`src/hw/rtl/assert_macros.svh`:
```
// assertion macros shared by the rtl of the colour converter
// no dependencies; bodies are empty when SYNTHESIS is defined
`ifndef ASSERT_MACROS_SVH
`define ASSERT_MACROS_SVH
`ifndef SYNTHESIS
// consequent holds in the same cycle as the antecedent
`define ASSERT_IMPLIES(lbl, clk, rst, ante, cons) \
   lbl: assert property (@(posedge clk) disable iff (rst) (ante) |-> (cons)) \
      else $error("assertion failed: implication");
// consequent holds a fixed number of cycles after the antecedent
`define ASSERT_AFTER(lbl, clk, rst, ante, n, cons) \
   lbl: assert property (@(posedge clk) disable iff (rst) (ante) |-> ##n (cons)) \
      else $error("assertion failed: delayed implication");
`else
`define ASSERT_IMPLIES(lbl, clk, rst, ante, cons)
`define ASSERT_AFTER(lbl, clk, rst, ante, n, cons)
`endif
`endif

```
`src/hw/rtl/y2r_pkg.sv`:
```
// constants and widths for the yuyv to rgb888 colour converter
// no dependencies; used by y2r_finish and the top level
`default_nettype none

package y2r_pkg;

   // field widths
   localparam int PIX_W  = 8;
   localparam int FRAC_W = 16;

   // signed chroma offset, one bit wider than a byte
   localparam int DIFF_W = PIX_W + 1;

   // coefficient products and channel sums in q16
   localparam int COEF_W = 18;
   localparam int PROD_W = 25;
   localparam int SUM_W  = 26;

   // q16 coefficients, rounded to nearest
   localparam logic signed [COEF_W-1:0] COEF_RV = 18'sd89831;
   localparam logic signed [COEF_W-1:0] COEF_GV = 18'sd45744;
   localparam logic signed [COEF_W-1:0] COEF_GU = 18'sd22127;
   localparam logic signed [COEF_W-1:0] COEF_BU = 18'sd113538;

   // chroma zero point
   localparam logic signed [DIFF_W-1:0] CHROMA_MID = 9'sd128;

   // output scaling: (c * 220) >> 8
   localparam int SCALE_W = 8;
   localparam logic [SCALE_W-1:0] SCALE_MUL = 8'd220;
   localparam logic [PIX_W-1:0]   LEVEL_MAX = 8'd219;

   // channel slots in the sum array
   localparam int CH_NUM       = 6;
   localparam int CH_RED_1ST   = 0;
   localparam int CH_GREEN_1ST = 1;
   localparam int CH_BLUE_1ST  = 2;
   localparam int CH_RED_2ND   = 3;
   localparam int CH_GREEN_2ND = 4;
   localparam int CH_BLUE_2ND  = 5;

endpackage

`default_nettype wire

```
`src/hw/rtl/y2r_finish.sv`:
```
// last two pipeline stages of one colour channel: clamp, then 220/256 scale
// depends on y2r_pkg
`default_nettype none

module y2r_finish
   import y2r_pkg::*;
(
   input  wire logic                    clock,
   input  wire logic signed [SUM_W-1:0] sum_i,
   output logic        [PIX_W-1:0]      level_o
);

   logic [PIX_W-1:0]         clamp_in;
   logic [PIX_W-1:0]         clamp_ff;
   logic [PIX_W+SCALE_W-1:0] scaled_in;
   logic [PIX_W-1:0]         level_ff;

   // truncate toward zero and clamp: any negative sum ends at zero,
   // anything at or above 256.0 saturates
   always_comb begin
      if (sum_i[SUM_W-1]) begin
         clamp_in = '0;
      end else if (|sum_i[SUM_W-2:FRAC_W+PIX_W]) begin
         clamp_in = '1;
      end else begin
         clamp_in = sum_i[FRAC_W+PIX_W-1:FRAC_W];
      end
   end

   always_ff @(posedge clock) begin
      clamp_ff <= clamp_in;
   end

   // scale by 220/256
   assign scaled_in = (PIX_W+SCALE_W)'(clamp_ff) * (PIX_W+SCALE_W)'(SCALE_MUL);

   always_ff @(posedge clock) begin
      level_ff <= scaled_in[PIX_W+SCALE_W-1:SCALE_W];
   end

   assign level_o = level_ff;

endmodule

`default_nettype wire

```
`src/hw/rtl/yuyv_to_rgb888_converter_unit.sv`:
```
// Colour converter: one packed YUYV 4:2:2 word in, two RGB888 pixels out.
//
// Request channel: drive req_* and raise start; the request is taken at
// each rising edge where start is high and busy is low. busy stays low,
// so a new word may be offered in every cycle.
// Result channel: rsp_valid is high for exactly one cycle with the two
// pixels and the passed-through end-of-frame mark on the rsp_* ports.
// The receiver must take the result in that cycle; it cannot stall.
//
// Each word passes through the four-stage pipeline (chroma products, channel
// sums, clamp, 220/256 scale). Throughput: one word per cycle.
// Order is kept; every request gives exactly one result.
//
// Reset (synchronous, active high) clears the valid pipeline, so no result
// appears from words in flight at reset. No other state is held.
//
// depends on y2r_pkg, y2r_finish and assert_macros.svh
`default_nettype none
`include "assert_macros.svh"

module yuyv_to_rgb888_converter_unit
   import y2r_pkg::*;
(
   input  wire logic             clock,
   input  wire logic             reset,
   // request channel
   input  wire logic             start,
   output logic                  busy,
   input  wire logic [PIX_W-1:0] req_luma_first,
   input  wire logic [PIX_W-1:0] req_chroma_blue,
   input  wire logic [PIX_W-1:0] req_luma_second,
   input  wire logic [PIX_W-1:0] req_chroma_red,
   input  wire logic             req_frame_end,
   // result channel
   output logic                  rsp_valid,
   output logic      [PIX_W-1:0] rsp_red_first,
   output logic      [PIX_W-1:0] rsp_green_first,
   output logic      [PIX_W-1:0] rsp_blue_first,
   output logic      [PIX_W-1:0] rsp_red_second,
   output logic      [PIX_W-1:0] rsp_green_second,
   output logic      [PIX_W-1:0] rsp_blue_second,
   output logic                  rsp_frame_end_out
);

   logic accept;

   // stage 1: chroma offsets and coefficient products
   logic signed [DIFF_W-1:0] du_s;
   logic signed [DIFF_W-1:0] dv_s;
   logic signed [PROD_W-1:0] prod_rv_in, prod_gv_in, prod_gu_in, prod_bu_in;
   logic signed [PROD_W-1:0] prod_rv_ff, prod_gv_ff, prod_gu_ff, prod_bu_ff;
   logic        [PIX_W-1:0]  luma_first_ff, luma_second_ff;
   logic                     s1_valid_ff, s1_end_ff;

   // stage 2: channel sums
   logic signed [SUM_W-1:0]  base_first, base_second;
   logic signed [SUM_W-1:0]  sum_in [CH_NUM];
   logic signed [SUM_W-1:0]  sum_ff [CH_NUM];
   logic                     s2_valid_ff, s2_end_ff;

   // stages 3 and 4 live in the channel finishers
   logic        [PIX_W-1:0]  level [CH_NUM];
   logic                     s3_valid_ff, s3_end_ff;
   logic                     rsp_valid_ff, rsp_end_ff;

   // range check on the result levels
   logic                     levels_in_range;

   // the pipeline never stalls
   assign busy   = 1'b0;
   assign accept = start && !busy;

   // chroma offsets and products
   assign du_s = $signed({1'b0, req_chroma_blue}) - CHROMA_MID;
   assign dv_s = $signed({1'b0, req_chroma_red}) - CHROMA_MID;

   assign prod_rv_in = PROD_W'(dv_s) * PROD_W'(COEF_RV);
   assign prod_gv_in = PROD_W'(dv_s) * PROD_W'(COEF_GV);
   assign prod_gu_in = PROD_W'(du_s) * PROD_W'(COEF_GU);
   assign prod_bu_in = PROD_W'(du_s) * PROD_W'(COEF_BU);

   always_ff @(posedge clock) begin
      prod_rv_ff     <= prod_rv_in;
      prod_gv_ff     <= prod_gv_in;
      prod_gu_ff     <= prod_gu_in;
      prod_bu_ff     <= prod_bu_in;
      luma_first_ff  <= req_luma_first;
      luma_second_ff <= req_luma_second;
      s1_end_ff      <= req_frame_end;
   end

   // luma in q16 plus the shared chroma terms
   assign base_first  = $signed(SUM_W'({luma_first_ff, {FRAC_W{1'b0}}}));
   assign base_second = $signed(SUM_W'({luma_second_ff, {FRAC_W{1'b0}}}));

   always_comb begin
      sum_in[CH_RED_1ST]   = base_first + SUM_W'(prod_rv_ff);
      sum_in[CH_GREEN_1ST] = base_first - SUM_W'(prod_gv_ff) - SUM_W'(prod_gu_ff);
      sum_in[CH_BLUE_1ST]  = base_first + SUM_W'(prod_bu_ff);
      sum_in[CH_RED_2ND]   = base_second + SUM_W'(prod_rv_ff);
      sum_in[CH_GREEN_2ND] = base_second - SUM_W'(prod_gv_ff) - SUM_W'(prod_gu_ff);
      sum_in[CH_BLUE_2ND]  = base_second + SUM_W'(prod_bu_ff);
   end

   always_ff @(posedge clock) begin
      sum_ff    <= sum_in;
      s2_end_ff <= s1_end_ff;
   end

   // clamp and scale, one finisher per channel
   for (genvar ch = 0; ch < CH_NUM; ch++) begin : g_finish
      y2r_finish u_finish (
         .clock   (clock),
         .sum_i   (sum_ff[ch]),
         .level_o (level[ch])
      );
   end

   // end-of-frame mark alongside the finisher stages
   always_ff @(posedge clock) begin
      s3_end_ff  <= s2_end_ff;
      rsp_end_ff <= s3_end_ff;
   end

   // valid bits travel with the data
   always_ff @(posedge clock) begin
      if (reset) begin
         s1_valid_ff  <= 1'b0;
         s2_valid_ff  <= 1'b0;
         s3_valid_ff  <= 1'b0;
         rsp_valid_ff <= 1'b0;
      end else begin
         s1_valid_ff  <= accept;
         s2_valid_ff  <= s1_valid_ff;
         s3_valid_ff  <= s2_valid_ff;
         rsp_valid_ff <= s3_valid_ff;
      end
   end

   // result ports
   assign rsp_valid         = rsp_valid_ff;
   assign rsp_frame_end_out = rsp_end_ff;
   assign rsp_red_first     = level[CH_RED_1ST];
   assign rsp_green_first   = level[CH_GREEN_1ST];
   assign rsp_blue_first    = level[CH_BLUE_1ST];
   assign rsp_red_second    = level[CH_RED_2ND];
   assign rsp_green_second  = level[CH_GREEN_2ND];
   assign rsp_blue_second   = level[CH_BLUE_2ND];

   // all six levels at or below the top of the scaled range
   assign levels_in_range = rsp_red_first <= LEVEL_MAX && rsp_green_first <= LEVEL_MAX &&
                            rsp_blue_first <= LEVEL_MAX && rsp_red_second <= LEVEL_MAX &&
                            rsp_green_second <= LEVEL_MAX && rsp_blue_second <= LEVEL_MAX;

   // every accepted request gives a result
   `ASSERT_AFTER(a_req_gives_rsp, clock, reset, accept, 4, rsp_valid)
   // no result without an earlier accepted request
   `ASSERT_IMPLIES(a_rsp_has_req, clock, reset, rsp_valid, $past(accept, 4))
   // the end-of-frame mark stays with its word
   `ASSERT_IMPLIES(a_end_kept, clock, reset, rsp_valid, rsp_frame_end_out == $past(req_frame_end, 4))
   // scaled levels never pass the top of the range
   `ASSERT_IMPLIES(a_level_range, clock, reset, rsp_valid, levels_in_range)

endmodule

`default_nettype wire
```
`config.mk`:
```
export PLATFORM = sky130hd
export DESIGN_NAME = yuyv_to_rgb888_converter_unit
export DESIGN_NICKNAME = d
export VERILOG_FILES = /design/src/hw/rtl/y2r_pkg.sv /design/src/hw/rtl/y2r_finish.sv /design/src/hw/rtl/yuyv_to_rgb888_converter_unit.sv
export VERILOG_INCLUDE_DIRS = /design/src /design/src/hw/rtl
export SDC_FILE = /design/constraint.sdc
export NUM_CORES = 1
export LEC_CHECK = 0
export ABC_CLOCK_PERIOD_IN_PS = 10150
export BUFFER_PORTS_ARGS = -buffer_cell sky130_fd_sc_hd__buf_4
export CORE_UTILIZATION = 25
export CTS_CLUSTER_DIAMETER = 120
export DETAILED_ROUTE_END_ITERATION = 16
export GPL_TIMING_DRIVEN = 0
export SLEW_MARGIN = 20
export SYNTH_ARGS = -nofsm -noshare
export SYNTH_HDL_FRONTEND = slang
export SYNTH_SLANG_ARGS = --single-unit
```
`constraint.sdc`:
```
create_clock -name clock -period 10.15 [get_ports clock]
set_input_delay 2.03 -clock clock [delete_from_list [all_inputs] [get_ports clock]]
set_output_delay 2.03 -clock clock [all_outputs]
set_load 0.05 [all_outputs]
```
==> out/results.ini <==
[timing]
fin_crit_sh_pct=67.05
drv_slew=0
fin_crit_ps=6806
relSlewSlack_pct=31.22
hold_viol_final=0
setup_viol=0
tns_ps=0
skew_ps=20.07
max_freq_mhz=146.9
worst_slew_pin_slew_ps=1006
rsz0062_at_grt=no

[clock_tree]
insertion_delay_ps=600
clk_path_buf_depth=3
cts_tree=yes
clock-root-buffer=clkbuf_16
cts-resized-gates=0
cts_buffers=29
postCtsHoldBufs=0
h-tree-depth=1
postCtsSetupRepairBufs=0
clk_pin_slew_ps=60
cts_sinks=244

[route]
ant_nets=0
routed_via_density=4.171
wl_per_cell_microns=12.64
wl_met3_microns=1866
wl_met2_microns=20900
top_layer=met5
wl_met1_microns=20490
drc=0
drt_iter0_drc=542
vias=14720
wl_microns=44610
firstDrtPassIters=5

[synth]
synth-edff-count=0
synth_warnings=0
synth_mux_area_share_pct=0.1408
ys_seq_area_share_pct=21.99
yosys.area_share.simple_pct=6.816
ys_ff_latch=244
syn_nets=2983
synth_top_family_by_area=adder cells
synthCells=2234
synth_area_sq_um=22210
synth_compound_area_share_pct=9.452
yosys.cell_types.count=59
syn_avg_cell_area_sq_um=9.942
synthArstFlopShare_pct=0
ys.flop_type=dfxtp_1
synth_xor_area_share_pct=5.481
yosys.area_share.adder_pct=47.97

[global_routing]
track_usage_pct=10.16
overflow=0
grt_max_degree=16
antenna_found_initial=2
grt_first_pass_wirelength_microns=74100
grt_pass1_vias=14820

[worst_setup_path]
endpoint_kind=flip-flop
r2r_cells=13
cp_data_arrival_time_ps=7280
critPathKind=in -> reg
worstSetupStartpointType=input pin
critPathMaxFanout=15
rrSetupSlack_ps=6320
r2r-start=g_finish[5].u_finish.clamp_ff[6]
r2r_end=g_finish[5].u_finish.level_o[7]
critPathRequiredTime_ps=10620

[placement]
placed_area_sq_um=24290
gp_congestion=0.8788
dp_hpwl_microns=37910
io_buffer_count=85

[run_status]
status=finished clean

[die]
initial_core_util_pct=25.41
core_sq_um=87430
rows=108
die_w_microns=300.1
dieArea_sq_um=90040
io_pins=87
die_h_microns=300.1

[layout]
finalInstanceArea_sq_um=25290
drive_gt1_share_pct=6.785
final_common_cell=ha_1
area_growth_pct=13.86
final_cell_mix=ha_1 (482), inv_1 (464), dfxtp_1 (244)
num-nets-final=3099

[min_path]
holdPathEnd=rsp_frame_end_out
hold_path.class=reg -> reg
whs_path_depth=0
hold_start=s3_end_ff

[job]
drv_cap=0

==> flip-flops by register name, summed over array words and instances, names as in the netlist, 9 cells and up <==
register / flops
prod_gu_ff: 25
sum_ff: 60
g_finish.u_finish.level_o: 48
prod_rv_ff: 11
g_finish.u_finish.clamp_ff: 48
prod_gv_ff: 19
prod_bu_ff: 9
==> through the flow <==
step           setup slack (ps)  util, %  hold slack, ps  instances
4_1_cts                    3394    28.92           338.8       3528
3_5_place_dp               2776    27.79           324.4       3474
5_1_grt                    3106    28.92           341.6       3528
3_3_place_gp               2811    27.79           310.3       3474
2_1_floorplan              3901        -           309.6       2234
6_report                   3344    28.93           331.5       3529
==> synth_stat cells (all sizes together), types with 3 or more instances <==
cell type	count	area, sq um
and3	8	50.05
xor2	59	516.8
o2111ai	3	26.28
a31o	5	43.80
a31oi	7	43.79
inv	464	1742
o21ai	53	265.3
or3	6	37.54
nand2b	10	62.56
a21oi	111	574.3
a41o	12	120.1
a41oi	4	35.03
nor2b	17	106.4
o31ai	3	36.28
a211o	4	43.80
or2	7	43.79
o211ai	5	37.54
dfxtp	244	4885
nor2	159	596.8
nor4	8	50.05
xnor2	80	700.7
fa	231	4624
a21o	43	322.8
nand3	22	110.1
a211oi	17	132.6
nor3	34	170.2
o21bai	24	180.2
o21a	13	97.59
nand2	54	202.7
clkbuf	14	52.55
ha	482	6031
==> worst max-delay path by stage <==
stage | start | to | slack (ps) | cells after the start
finish | req_chroma_blue[7] | prod_gu_ff[22] | 3340 | 17
global route | req_chroma_blue[7] | prod_gu_ff[23] | 3110 | 18
CTS | req_chroma_blue[7] | prod_gu_ff[22] | 3390 | 17
detailed placement | req_chroma_blue[7] | prod_gu_ff[22] | 2780 | 17
global placement | req_chroma_blue[7] | prod_gu_ff[22] | 2810 | 17
floorplan | req_chroma_blue[7] | prod_gu_ff[22] | 3900 | 16
==> worst max-delay path, stage by stage <==
cell      delay [ps]
buf_4            210
clkinv_1         510
ha_1             560
inv_1            110
ha_1             360
inv_1             80
fa_1             450
fa_1             510
fa_1             520
inv_1             40
ha_1             340
nand2_1           80
o211ai_1         250
a311oi_2         180
o31ai_1          670
a21oi_1          180
xor2_1           180
==> logic make-up after synthesis <==
| family | Yosys count |
|---|---|
| mux | 3 |
| buf+inv | 480 |
| xor+xnor | 139 |
| simple gates | 336 |
| fa+ha+maj | 713 |
| compound gates | 318 |
| flops | 244 |
| other cells | 1 |
==> final cells by class <==
cell class	count	area [sq um]
Tap cell	1155	1445
Multi-Input combinational cell	1510	15520
Sequential cell	244	4885
Inverter	465	1745
Buffer	15	60.06
Fill cell	9122	62140
Antenna cell	1	2.502
Clock inverter	20	197.7
Clock buffer	34	794.5
Timing Repair Buffer	85	638.1
==> layer usage <==
metal	vias up	GRT usage [%]
met5	-	0
met1	6963	13.10
li1	7512	-
met2	178	17.26
met3	63	1.561
met4	2	3.353
Power is not shown: default switching activity piles up to over one toggle a cycle in this logic, so the estimate is an artifact.
